<file path="src/rtl/rmns_ram.sv">
`default_nettype none
module rmns_ram #(
  parameter int WIDTH = 8,
  parameter int DEPTH = 16
) (
  input  wire logic                     clk,
  input  wire logic                     we,
  input  wire logic [$clog2(DEPTH)-1:0] waddr,
  input  wire logic [WIDTH-1:0]         wdata,
  input  wire logic [$clog2(DEPTH)-1:0] raddr,
  output logic      [WIDTH-1:0]         rdata
);

  logic [WIDTH-1:0] mem_r [DEPTH];

  always_ff @(posedge clk) begin
    if (we) begin
      mem_r[waddr] <= wdata;
    end
    rdata <= mem_r[raddr];
  end

endmodule
`default_nettype wire

</file>
<file path="config.mk">
export PLATFORM = sky130hd
export DESIGN_NAME = rmns_ram
export DESIGN_NICKNAME = d
export VERILOG_FILES = /design/src/rtl/rmns_ram.sv
export SDC_FILE = /design/constraint.sdc
export NUM_CORES = 1
export LEC_CHECK = 0
export ABC_CLOCK_PERIOD_IN_PS = 4000
export BUFFER_PORTS_ARGS = -buffer_cell sky130_fd_sc_hd__buf_2
export CAP_MARGIN = 40
export CORE_MARGIN = 5
export CORE_UTILIZATION = 30
export DETAILED_ROUTE_END_ITERATION = 8
export PLACE_DENSITY_LB_ADDON = 0.3
export SLEW_MARGIN = 20
export SYNTH_ARGS = -nofsm -noshare
export SYNTH_HDL_FRONTEND = slang
export SYNTH_SLANG_ARGS = --single-unit
</file>
<file path="constraint.sdc">
create_clock -name clk -period 4 [get_ports clk]
set_input_delay 0.4 -clock clk [delete_from_list [all_inputs] [get_ports clk]]
set_output_delay 0.4 -clock clk [all_outputs]
set_load 0.02 [all_outputs]
</file>
[Yosys cells after proc, flatten, opt, wreduce, memory -nomap -nowiden]
Memory sizes are Yosys's and may differ from the RTL's. A register that Yosys moved wholly into a read port is not among the register bits.
Index checks and enable logic that the tools add are counted.
Operators by class
  mux-type cells: 2
Operators by type and width (count)
  $mux 1: 2
Storage, ports and cells
  register bits after elaboration: 0
  bits in writable memories: 128
  input bits: 18
  output and inout bits: 8
  logic and storage cells: 3
  memories: 1
Memories
  mem_r: depth 16, bits a word 8, rd ports 1, clocked after memory_dff 1, write ports 1, RTL line 14  | logic [WIDTH-1:0] mem_r [DEPTH];

[Depth between registers and ports, before layout]
  depth after elaboration: 2
  mapped depth: 5
  depth with buffers taken out: 3

[Worst setup path after synthesis]
OpenSTA, ideal clock, no wires.
  path kind: in2reg
  start: in waddr[2]
  end: mem mem_r[0][0], enable pin
  library setup time: 0.383 ns
  data arrival time: 1.510 ns
  required time: 3.617 ns
  setup slack: 2.107 ns
  cell stages on the path: 2
  buffers on the path: 0
  path through: or3b_2 -> nor3_1
RTL lines
  from (decl): RTL line 8  | input wire logic [$clog2(DEPTH)-1:0] waddr,
  to (decl): RTL line 14
Straight into the memory's write port.

[Worst setup path in the final report]
  start: in waddr[2]
  end: mem mem_r[3][3], enable pin
Straight into the memory's write port.

==> out/results.ini <==
[logic_synthesis]
yosys-mux-area-fraction=0.150
yosysSeqAreaShare=0.778
postSynthAreaPerCell_um2=22.5
netlist_top_cells_area=edfxtp_1 75%, mux4_2 7.9%, mux4_1 7.1%
synthFlopType=edfxtp_1
synth-simple-area-share=0.0318
netlist_area_um2=5150
synth-async-reset-ratio=0
synth_compound_area_frac=0.0233
synth_seq_cells=136
synth_edf_count=128
syn_inst=229
synth_xor_area_frac=0
synth_area_leader_cell=edfxtp_1
synth_top_area_frac=0.747
synth_fp_nets=247
ys_types=19
ys_warn_count=0
synthAdderAreaFrac=0
synth_top_family_by_area=multiplexers

[finish]
final_common_cell=edfxtp_1
n_antenna_cell=0
area_delta_synth_final_pct=20.3
final_cell_mix=128 x edfxtp_1, 25 x buf_2, 18 x mux4_2
num-fill-cells=1570
nets=302
layout-drive-gt1-share=0.296

[floorplan]
io_pins=26
dieArea_um2=19900
start_util=0.308
fp-row-count=47
die_w_um=141
die-height_um=141
coreArea_um2=16700

[grt]
track_usage=0.119
grt_pass1_vias=2570
grt_start_max_net_pins=33
grt_pass1_wl_um=16500
antenna_found_initial=0
grt-ovfl-total=0

[sta]
worstMarginPinSlew_ns=0.704
tns_ns=0
setup_viol=0
holdWs_ns=0.356
finalCriticalPeriod_ns=1.71
fin_crit_sh=0.427
hold_violations=0
rsz0062_at_grt=no
relSlewSlack=0.529
worst_slack_ns=2.29
finalClockSkew_ns=0.00594
slew_violations=0
max_freq_ghz=0.585

[detailed_routing]
wire_per_inst_um=21.4
vias=2442
first_iter_violations=270
viasPerCell=4.72
drt_pre_antenna_iters=4
ant_nets=0
drc_errors=0
drt_wl_total_um=11000

[setup_path]
start_kind=input pin
end_kind=flop
rr_startpoint=mem_r[2][4]
r2r_setup_slack_ns=2.70
r2r_cells=3
required_ns=4.12
worst-path-max-fanout=5
path_class=input pin to flop
arrival_ns=1.83
worst_r2r_endpoint=rdata[4]

[clock_network]
htree_levels=4
ctsHoldBuffers=0
cts_buffer_depth=2
clkTransAtPathRegs_ns=0.06
cts_tree=built
clkSinkCount=136
post-cts-setup-buffers=0
cts.repair.resized=0
cts-buffers-inserted=17
clk-insertion-delay-late_ns=0.42
cts_root_buf=clkbuf_16

[outcome]
status=finished clean

[pwr]
leakagePower_nw=2.07
p_per_area_nw_per_um2=501
ir_worst_vdd_mv=0.310
power_w=0.00310

[min_path]
hold_class=input pin to flop
hold_start=wdata[2]
hold_depth=1
whs_endpoint=mem_r[3][2]

[run]
maxCapViolations=0

[placement]
globalplace.congestion=0.686
portBuffers=25
dp_hpwl_um=7350
dp_slack_ns=1.55

-- cells by family after synthesis --
logic type      count (synthesis)
flops                         136
compound gates                 16
buf+inv                        10
mux                            32
simple gates                   35
-- state kept, by name, indices dropped and copies added, names as in the netlist --
signal  count
rdata       8
mem_r     128
-- synthesized netlist by cell type, drive strengths merged, types with 2 or more instances --
cell           instances
dfxtp                  8
nand3b                 2
clkdlybuf4s25          3
nor2                  13
mux4                  32
edfxtp               128
nand2b                 2
a22oi                 16
nand2                  9
buf                    7
nor3                   4
-- per-layer routing --
metal / global-route usage / wire length [um] / up-vias
li1: - / - / 1087
met1: 0.162 / 4740 / 1263
met2: 0.181 / 5250 / 79
met3: 0.0403 / 920 / 13
met4: 0.0367 / 136 / 0
met5: 0 / 0 / -
-- worst max-delay path: stages --
cell and delay, ns:
buf_2 0.12, or3b_2 0.52, nor2_1 0.52, buf_4 0.27
-- report_power, final --
part,total (W),leakage (nW),internal (W),switching [W]
clock,0.00133,0.248,0.000816,0.000518
sequential,0.00160,1.22,0.00159,0.00000800
combinational,0.000163,0.599,0.0000664,0.0000962
-- final cells by class --
type | count | area, um^2 | area share
Multi-Input combinational cell | 83 | 1060 | 0.172
Timing Repair Buffer | 46 | 345 | 0.0558
Sequential cell | 136 | 4000 | 0.647
Tap cell | 220 | 275 | 0.0445
Clock inverter | 5 | 22.5 | 0.00364
Clock buffer | 27 | 483 | 0.0780
-- through the flow --
stage | cell area [um^2] | util | std cells
floorplan | 5150 | - | 229
global placement | 5500 | 0.329 | 468
detailed placement | 5650 | 0.338 | 483
CTS | 6150 | 0.368 | 515
global route | 6190 | 0.371 | 517
finish | 6190 | 0.371 | 517
-- worst max path at each step --
stage | startpoint | to | slack, ns | cells past startpoint
after global placement | raddr[0] | rdata[3] | 1.58 | 5
after floorplan | waddr[2] | mem_r[0][0] | 2.11 | 2
after detailed placement | raddr[0] | rdata[3] | 1.55 | 5
after CTS | raddr[0] | rdata[3] | 1.99 | 5
final | waddr[2] | mem_r[3][3] | 2.29 | 4
after global routing | raddr[0] | rdata[3] | 2.26 | 6
Note: power is estimated with default switching activity, not from simulation.
