[src/rtl/rmns_pkg.sv]
`default_nettype none
package rmns_pkg;

  // fixed field widths
  localparam int CNT_W      = 11;
  localparam int WORD_W     = 32;
  localparam int PICK_W     = 10;
  localparam int CFG_IDX_W  = 1;
  localparam int EPOCH_BITS = 8;

  // default sizing
  localparam int MAX_ITEMS_DEF = 1024;
  localparam int WORD_BITS_DEF = 32;

  // register indexes
  localparam logic [CFG_IDX_W-1:0] CFG_N_TOTAL = 1'b0;
  localparam logic [CFG_IDX_W-1:0] CFG_M_PICK  = 1'b1;

  localparam logic [CNT_W-1:0] N_TOTAL_RST = 11'd1024;
  localparam logic [CNT_W-1:0] M_PICK_RST  = 11'd0;

  typedef enum logic [1:0] {
    ST_OK       = 2'd0,
    ST_M_GT_N   = 2'd1,
    ST_DONE_ALL = 2'd2
  } status_t;

  // request to the serial modulo unit
  typedef struct packed {
    logic             start;
    logic [CNT_W-1:0] divisor;
  } mod_req_t;

endpackage
`default_nettype wire

[src/rtl/rmns_mod_serial.sv]
`default_nettype none
module rmns_mod_serial #(
  parameter int WORD_BITS = rmns_pkg::WORD_BITS_DEF
) (
  input  wire logic                         clk,
  input  wire logic                         rst_n,
  input  wire rmns_pkg::mod_req_t           req,
  input  wire logic [WORD_BITS-1:0]         dividend,
  output logic                              done,
  output logic [rmns_pkg::CNT_W-1:0]        remainder
);
  import rmns_pkg::*;

  localparam int STEP_W = $clog2(WORD_BITS + 1);

  logic [WORD_BITS-1:0] word_sr_r;
  logic [CNT_W-1:0]     rem_r;
  logic [CNT_W-1:0]     div_r;
  logic [STEP_W-1:0]    step_r;
  logic                 busy_r;
  logic                 done_r;
  logic [CNT_W:0]       trial;
  logic [CNT_W:0]       rem_nxt;

  // one restoring step per cycle, msb first
  always_comb begin
    trial = {rem_r, word_sr_r[WORD_BITS-1]};
    if (trial >= {1'b0, div_r}) begin
      rem_nxt = trial - {1'b0, div_r};
    end else begin
      rem_nxt = trial;
    end
  end

  always_ff @(posedge clk) begin
    if (!rst_n) begin
      busy_r <= 1'b0;
      done_r <= 1'b0;
      step_r <= '0;
    end else begin
      done_r <= 1'b0;
      if (req.start) begin
        busy_r <= 1'b1;
        step_r <= STEP_W'(WORD_BITS);
      end else if (busy_r) begin
        step_r <= step_r - 1'b1;
        if (step_r == STEP_W'(1)) begin
          busy_r <= 1'b0;
          done_r <= 1'b1;
        end
      end
    end
  end

  always_ff @(posedge clk) begin
    if (req.start) begin
      word_sr_r <= dividend;
      rem_r     <= '0;
      div_r     <= req.divisor;
    end else if (busy_r) begin
      word_sr_r <= {word_sr_r[WORD_BITS-2:0], 1'b0};
      rem_r     <= rem_nxt[CNT_W-1:0];
    end
  end

  assign done      = done_r;
  assign remainder = rem_r;

endmodule
`default_nettype wire

[config.mk]
export PLATFORM = sky130hd
export DESIGN_NAME = rmns_mod_serial
export DESIGN_NICKNAME = d
export VERILOG_FILES = /design/src/rtl/rmns_pkg.sv /design/src/rtl/rmns_mod_serial.sv
export SDC_FILE = /design/constraint.sdc
export NUM_CORES = 1
export LEC_CHECK = 0
export BUFFER_PORTS_ARGS = -buffer_cell sky130_fd_sc_hd__buf_2
export CORE_ASPECT_RATIO = 0.75
export CORE_MARGIN = 10
export CORE_UTILIZATION = 50
export CTS_BUF_LIST = sky130_fd_sc_hd__clkbuf_16
export CTS_CLUSTER_DIAMETER = 100
export DETAILED_ROUTE_END_ITERATION = 10
export GPL_ROUTABILITY_DRIVEN = 1
export HOLD_SLACK_MARGIN = 0.05
export PLACE_DENSITY = 0.85
export SYNTH_ARGS = -nofsm -noshare
export SYNTH_HDL_FRONTEND = slang
export SYNTH_SLANG_ARGS = --single-unit
[constraint.sdc]
create_clock -name clk -period 2.25 [get_ports clk]
set_input_delay 0.3375 -clock clk [delete_from_list [all_inputs] [get_ports clk]]
set_output_delay 0.3375 -clock clk [all_outputs]
set_load 0.02 [all_outputs]
### Word level (Yosys, flattened, before mapping)

Index checks and enable logic that the tools add are counted.

* bits in registers: 62
* input bits: 46
* logic and storage cells: 25

* add/subtract/negate cells: 2
* magnitude comparators: 1
* equal/unequal tests: 1
* multiplexer cells: 9
* bitwise logic cells: 2
* reduce and logical (&&, ||, !) cells: 3

Operator list (count)
* two-way mux 32 bit: 2
* greater-or-equal comparator 12 x 11 -> 1 bit: 1
* two-way mux 6 bit: 2
* two-way mux 11 bit: 1
* subtractor 11 bit: 1
* == test 6 x 1 -> 1 bit, second input constant: 1
* subtractor 6 x 1 -> 6 bit, second input constant: 1
* two-way mux 1 bit: 4
* OR reduction 3 bit: 1
* inverter 1 bit: 2
* nonzero test 2 bit: 1
* OR reduction 2 bit: 1

### Depth between registers and ports, before layout

Gate-level depths: netlist of run 1.

* depth in word-level cells: 4
* depth in mapped cells: 10
* gate-level depth less buffers: 9

### Worst setup path before layout of run 1

No wires, ideal clock.

* path kind: register to register
* from: reg rem_r[0], in the netlist remainder[0]
* to: reg rem_r[10], in the netlist remainder[10]
* setup time: 0.126 ns
* arrival time: 2.328 ns
* required time: 2.124 ns
* slack: -0.203 ns
* cell stages (with the launch flop): 10
* buffers on the path: 1
* period minus slack after synthesis: 2.453 ns
* cell sequence: dfxtp_1 -> inv_1 -> fa_1 -> nand2b_1 -> o2bb2ai_2 -> a211o_1 -> a41o_1 -> buf_2 -> a41oi_1 -> o31ai_1

* longest elaborated chain between the ends: 2
* elaborated cells between the ends (all ways): 3

RTL lines
* start: declaration: line rmns_mod_serial.sv:17 `logic [CNT_W-1:0] rem_r;`
* start signal: assignment: line rmns_mod_serial.sv:62 `rem_r <= rem_nxt[CNT_W-1:0];`
* subtractor 11 bit / greater-or-equal comparator 12 x 11 -> 1 bit (equally long branches): line rmns_mod_serial.sv:29, rmns_mod_serial.sv:28
* two-way mux 11 bit *: line rmns_mod_serial.sv:28 `if (trial >= {1'b0, div_r}) begin`

Every way passes the cells marked *; elsewhere a longest branch is shown, timed or not.
A chain may end at the register's enable or synchronous reset.

### Worst setup path after layout of run 1

* from: reg word_sr_r[31]
* to: reg rem_r[0], in the netlist remainder[0]

* longest elaborated chain between the ends: 2
* elaborated cells between the ends (all ways): 3

RTL lines
* start: declaration: line rmns_mod_serial.sv:16 `logic [WORD_BITS-1:0] word_sr_r;`
* start signal: assignment: line rmns_mod_serial.sv:57 `word_sr_r <= dividend;`
* start signal: assignment: line rmns_mod_serial.sv:61 `word_sr_r <= {word_sr_r[WORD_BITS-2:0], 1'b0};`
* subtractor 11 bit / greater-or-equal comparator 12 x 11 -> 1 bit (equally long branches): line rmns_mod_serial.sv:29, rmns_mod_serial.sv:28
* two-way mux 11 bit *: line rmns_mod_serial.sv:28

Marks and branches as above.

==> flow_metrics.py, run 1 <==
metrics = {
    "synth": {
        "synth_top_area_cell": "edfxtp_1",
        "yosysWarnings": 0,
        "synth_cell_type_count": 40,
        "synthMuxAreaShare_pct": 12.0,
        "synth_cells": 253,
        "synth_fa_ha_area_share_pct": 6.04,
        "synth_top_area_share_pct": 42.7,
        "netlist_area_mm2": 0.00303,
        "synth_compound_gate_area_share_pct": 9.38,
        "ys_seq_area_share_pct": 55.2,
        "synthSimpleGateAreaFrac_pct": 10.6,
        "synth_area_leaders": "edfxtp_1 (43%), dfxtp_1 (13%), mux2_2 (12%), ha_1 (5.4%), nand2_1 (2.6%)",
        "syn_avg_cell_area_um2": 12.0,
        "syn_nets": 313,
        "synth_xor_area_share_pct": 3.18,
        "synth_top_family_by_area": "multiplexers",
        "ys_ff_latch": 62,
    },
    "cts": {
        "clk_latency_ns": 0.33,
        "clock_path_buffers": 2,
        "hold_buffers": 0,
        "cts-root-buf": "clkbuf_16",
        "cts_tree": "yes",
        "path_clk_slew_ns": 0.05,
        "cts_buffers": 9,
        "cts_num_sinks": 62,
        "cts_max_level": 3,
    },
    "routing": {
        "viasPerCell": 5.41,
        "drc": 0,
        "ant_nets": 0,
        "drtPass1Iterations": 4,
        "drt_iter0_markers": 165,
        "routed_wl_mm": 6.78,
        "wl_per_cell_um": 16.7,
        "vias": 2203,
    },
    "finish": {
        "syn2layout_area_growth_pct": 28.1,
        "layout.nets": 384,
        "final_cell_mix": "buf_2 (57), edfxtp_1 (43), mux2_2 (31), nand2_1 (21)",
        "layout_commonest_cell": "buf_2",
        "diodes": 0,
        "layout-drive-gt1-share_pct": 40.4,
    },
    "critical_path": {
        "crit_type": "register to register",
        "path_buf_inv": 1,
        "cp_top_family": "compound AO/OA/AOI/OAI gates",
        "cp_max_fo": 5,
        "critPathMaxStageDelay_ns": 0.35,
        "critPathCaptureType": "register",
        "cp_slowest_cell": "fa_2",
        "path_cells": "inv_2, ha_2, fa_2, nand2b_4, o2bb2ai_4, a211o_1, a41o_4, mux2_4, a211oi_2",
        "setup.worst_path.start_class": "register",
        "arrival_ns": 2.64,
        "cp_data_required_time_ns": 2.49,
    },
    "timing": {
        "setup_violations": 11,
        "fin_ws_ns": -0.143,
        "worstMarginPinSlew_ns": 0.662,
        "hold_viol_final": 0,
        "worst_clock_skew_ns": 0.00688,
        "rsz0062_at_grt": "true",
        "max_freq_mhz": 418,
        "period_needed_ns": 2.39,
        "maxSlewHeadroom_pct": 55.5,
        "final.setup.tns_ns": -0.455,
        "hold_ws_ns": 0.185,
        "period_share_pct": 106,
        "finalMaxSlewViolations": 0,
    },
    "grt": {
        "grt_pass1_wl_mm": 10.9,
        "grt_overflow": 0,
        "grt_use_total_pct": 14.8,
        "grt_max_degree": 54,
        "antenna_found_initial": 0,
        "grt_pass1_vias": 2352,
    },
    "floorplan": {
        "core_mm2": 0.00586,
        "initial_core_util_pct": 51.7,
        "io_pins": 58,
        "die_area_mm2": 0.00960,
        "num_rows": 24,
        "die_h_um": 87.4,
        "die_w_um": 110,
    },
    "power": {
        "cellPowerDensity_mw_per_mm2": 828,
        "ir_drop_uv": 759,
        "power_leakage_nw": 1.58,
    },
    "place": {
        "port-buffer-count": 57,
        "gp_congestion": 0.929,
        "dpl.hpwl_mm": 4.70,
    },
    "status": {
        "status": "finished with violations",
        "violations": "setup timing",
    },
    "flow_run": {
        "cap_violations": 0,
    },
    "hold_path": {
        "hold_class": "input port to register",
    },
}
[cell usage after synthesis]
cell / instances
o221ai_1: 2
ha_1: 13
nand2b_1: 4
fa_1: 1
a41oi_1: 3
a31oi_1: 1
buf_2: 1
a41o_1: 1
o22ai_1: 1
inv_1: 18
a211o_1: 1
nor2b_1: 3
o31ai_1: 3
a21oi_1: 9
nor3_1: 8
mux2_4: 1
o21ai_0: 3
o2bb2ai_2: 1
edfxtp_1: 43
xnor2_1: 7
and3_1: 3
nor2_1: 16
xor2_1: 4
a41oi_2: 1
and2_1: 1
nand4_1: 2
nand2_1: 21
o21bai_1: 1
dfxtp_1: 19
clkbuf_1: 9
a31o_2: 1
or3_1: 2
o21a_1: 1
a311oi_1: 5
mux2_2: 31
a211oi_1: 1
nand3_1: 6
nor4_1: 3
a21boi_0: 1
a211oi_2: 1
[what timing repair did]
item,in CTS,in global routing
buffers inserted,1,0
cloned,0,0
pin swaps,13,3
gates resized for setup,10,6
endpoints found under the setup margin,11,11
[cell type report]
cell class                      count  area [um2]
Timing Repair Buffer               70         403
Clock inverter                      7        57.6
Clock buffer                        9         225
Fill cell                         435        1980
Multi-Input combinational cell    163        1350
Sequential cell                    62        1670
Tap cell                           78        97.6
Inverter                           18        67.6
[worst register-to-register path, stage by stage (launching register included)]
cell and delay (ns):
edfxtp_1 0.33, inv_2 0.04, ha_2 0.19, fa_2 0.35
nand2b_4 0.16, o2bb2ai_4 0.14, a211o_1 0.30, a41o_4 0.29
mux2_4 0.31, a211oi_2 0.20
[cells by family (layout without fill, tap and decap cells)]
group | Yosys count | after routing
compound gates | 37 | 37
xor+xnor | 11 | 11
fa+ha+maj | 14 | 14
buf+inv | 28 | 104
flops | 62 | 62
mux | 32 | 32
simple gates | 69 | 69
[state kept, by name, summed over array words and instances (netlist names)]
name and count:
div_r 11, done 1, remainder 11, step_r 6, word_sr_r 32, busy_r 1
[worst paths after layout]
path	start	to	slack (ns)	cells after the start
setup reg to reg	word_sr_r[31]	remainder[0]	-0.14	9
setup / recovery	word_sr_r[31]	remainder[0]	-0.14	9
hold reg to reg	step_r[1]	step_r[1]	0.49	2
hold / removal	req[8]	div_r[8]	0.19	1
[layer usage]
layer	vias up	track usage [%]	part of all wire, %
li1	1072	-	-
met1	1047	17.3	43
met2	68	23.6	49
met3	16	5.99	6.5
met4	0	5.78	2.0
met5	-	0	0
[report_power, final]
part / internal, mW / switching, mW / leakage (nW) / total (mW)
clock network: 0.837 / 0.457 / 0.139 / 1.29
logic: 0.246 / 0.286 / 0.858 / 0.532
registers: 1.34 / 0.0432 / 0.586 / 1.38
[through the flow]
stage,cells,setup slack [ns],utilization (%),power (mW),instance area (um2)
finish,407,-0.143,66.2,3.21,3880
global route,407,-0.231,66.2,3.35,3880
CTS,407,-0.137,65.7,3.23,3850
detailed placement,392,-0.216,60.0,1.91,3510
global placement,392,-0.124,60.0,1.88,3510
floorplan,253,-0.0831,-,1.73,3060
Note: power is estimated with default switching activity, not from simulation.
==> run 2, diff against run 1 <==
--- a/config.mk
+++ b/config.mk
@@ -15,6 +15,7 @@
 export GPL_ROUTABILITY_DRIVEN = 1
 export HOLD_SLACK_MARGIN = 0.05
 export PLACE_DENSITY = 0.85
+export SETUP_SLACK_MARGIN = 0.5
 export SYNTH_ARGS = -nofsm -noshare
 export SYNTH_HDL_FRONTEND = slang
 export SYNTH_SLANG_ARGS = --single-unit
==> flow_metrics.py, run 2 (synthesis gave the netlist of run 1 again) <==
metrics = {
    "hold_path": {
        "hold_class": "input port to register",
        "worstHoldStart": "req[4]",
        "hold_path_end": "div_r[4]",
        "min_path_cells": 1,
    },
    "critical_path": {
        "cp_top_family": "compound AO/OA/AOI/OAI gates",
        "critPathCaptureType": "register",
        "crit_type": "register to register",
        "critPathMaxStageDelay_ns": 0.35,
        "r2r-end": "remainder[0]",
        "cp_data_required_time_ns": 2.50,
        "cp_max_fo": 3,
        "worst_r2r_path_depth": 9,
        "path_cells": "inv_2, ha_2, fa_2, nand2b_4, o2bb2ai_4, a211o_1, a41o_1, mux2_4, a211oi_2",
        "setup.worst_path.start_class": "register",
        "rrSetupSlack_ns": -0.12,
        "crit_cells": 9,
        "arrival_ns": 2.62,
        "path_buf_inv": 1,
        "r2r_start": "word_sr_r[31]",
        "cp_slowest_cell": "fa_2",
    },
    "power": {
        "switching_share_pct": 23.4,
        "clock_power_share_pct": 47.0,
        "comb_power_share_pct": 15.0,
        "ir_drop_uv": 570,
        "p_int_mw": 2.79,
        "netSwitchingPower_uw": 853,
        "cellPowerDensity_mw_per_mm2": 912,
        "p_seq_share_pct": 38.0,
        "power_leakage_nw": 1.64,
    },
    "status": {
        "violations": "setup timing",
        "status": "finished with violations",
    },
    "floorplan": {
        "die_h_um": 87.4,
        "core_mm2": 0.00586,
        "io_pins": 58,
        "num_rows": 24,
        "initial_core_util_pct": 51.7,
        "die_w_um": 110,
        "die_area_mm2": 0.00960,
    },
    "finish": {
        "final_cell_mix": "buf_2 (57), edfxtp_1 (43), mux2_2 (31), nand2_1 (19), dfxtp_1 (18)",
        "finalNonFillerCells": 410,
        "layout-drive-gt1-share_pct": 42.5,
        "layout.nets": 387,
        "utilization_pct": 68.3,
        "largest_reg_flops": 32,
        "diodes": 0,
        "syn2layout_area_growth_pct": 32.1,
        "top_register": "word_sr_r",
        "layout_commonest_cell": "buf_2",
    },
    "cts": {
        "path_clk_slew_ns": 0.05,
        "cts_num_sinks": 62,
        "cts_buffers": 9,
        "clock_path_buffers": 2,
        "cts_tree": "yes",
        "cts-root-buf": "clkbuf_16",
        "clk_latency_ns": 0.33,
        "hold_buffers": 0,
        "cts_max_level": 3,
    },
    "place": {
        "dp.cells": 391,
        "gp_congestion": 0.893,
        "port-buffer-count": 57,
        "dpl.hpwl_mm": 4.77,
        "dpl_worst_slack_ns": -0.152,
    },
    "grt": {
        "grt_overflow": 0,
        "grt_max_degree": 54,
        "grt_pass1_wl_mm": 11.0,
        "grt_pass1_vias": 2280,
        "grt_use_total_pct": 14.9,
        "antenna_found_initial": 0,
    },
    "routing": {
        "drt_iter0_markers": 170,
        "drtPass1Iterations": 4,
        "routed_wl_mm": 6.92,
        "drc": 0,
        "ant_nets": 0,
        "viasPerCell": 5.38,
        "vias": 2205,
        "wl_per_cell_um": 16.9,
    },
    "timing": {
        "hold_viol_final": 0,
        "hold_ws_ns": 0.180,
        "maxSlewHeadroom_pct": 64.0,
        "setup_violations": 10,
        "finalMaxSlewViolations": 0,
        "period_needed_ns": 2.37,
        "period_share_pct": 105,
        "fin_ws_ns": -0.116,
        "rsz0062_at_grt": "true",
        "worst_clock_skew_ns": 0.00474,
        "worstMarginPinSlew_ns": 0.535,
        "max_freq_mhz": 423,
    },
    "flow_run": {
        "cap_violations": 0,
    },
}
run 2: cell types whose count changed in the layout (fill, tap and decap cells not counted), sizes merged:
cell,before,now
bufinv,1,4
clkinvlp,1,0
clkinv,4,3
inv,19,18
buf,70,73
run 2: worst register-to-register path: stages (launching register included):
cell and delay (ns):
edfxtp_1 0.34, inv_2 0.04, ha_2 0.19, fa_2 0.35
nand2b_4 0.16, o2bb2ai_4 0.14, a211o_1 0.29, a41o_1 0.27
mux2_4 0.31, a211oi_2 0.19
run 2: per-stage QoR:
stage               area, um2  TNS (ns)  total power [mW]
floorplan                3060    -0.293              1.73
global placement         3510    -0.357              1.88
detailed placement       3510     -1.11              1.90
CTS                      3960    -0.383              3.64
global route             4000     -1.63              3.78
finish                   4000    -0.520              3.65
run 2: timing repair:
item	4_1_cts	5_1_grt
cloned	0	0
setup buffers	2	1
endpoints found under the setup margin	11	11
resized for setup	11	7
pin swaps	8	4
run 2: power groups by stage:
stage / Clock, mW / Combinational, mW / Sequential, mW
floorplan: 0 / 0.325 / 1.41
global placement: 0 / 0.478 / 1.40
detailed placement: 0 / 0.500 / 1.41
CTS: 1.73 / 0.526 / 1.38
global route: 1.78 / 0.599 / 1.39
finish: 1.71 / 0.548 / 1.38
run 2: worst max path at each step:
| stage | start | endpoint |
|---|---|---|
| final | word_sr_r[31] | remainder[0] |
| after detailed placement | word_sr_r[31] | remainder[10] |
| after CTS | word_sr_r[31] | remainder[0] |
| after floorplan | div_r[0] | remainder[0] |
| after global routing | word_sr_r[31] | remainder[2] |
| after global placement | word_sr_r[31] | remainder[0] |
run 2: cell type report:
| class | instances | area (um2) |
|---|---|---|
| fill | 429 | 1860 |
| sequential | 62 | 1680 |
| multi-input combinational | 163 | 1360 |
| timing repair buffer | 73 | 425 |
| clock buffer | 9 | 225 |
| clock inverter | 7 | 146 |
| tap | 78 | 97.6 |
| inverter | 18 | 67.6 |
run 2: routing by layer:
metal	vias to the layer above	share of wire, %	wire [um]	track usage (%)
li1	1077	-	-	-
met1	1056	43	2940	17.5
met2	61	50	3440	23.5
met3	11	6.1	423	5.70
met4	0	1.6	114	6.60
met5	-	0	0	0
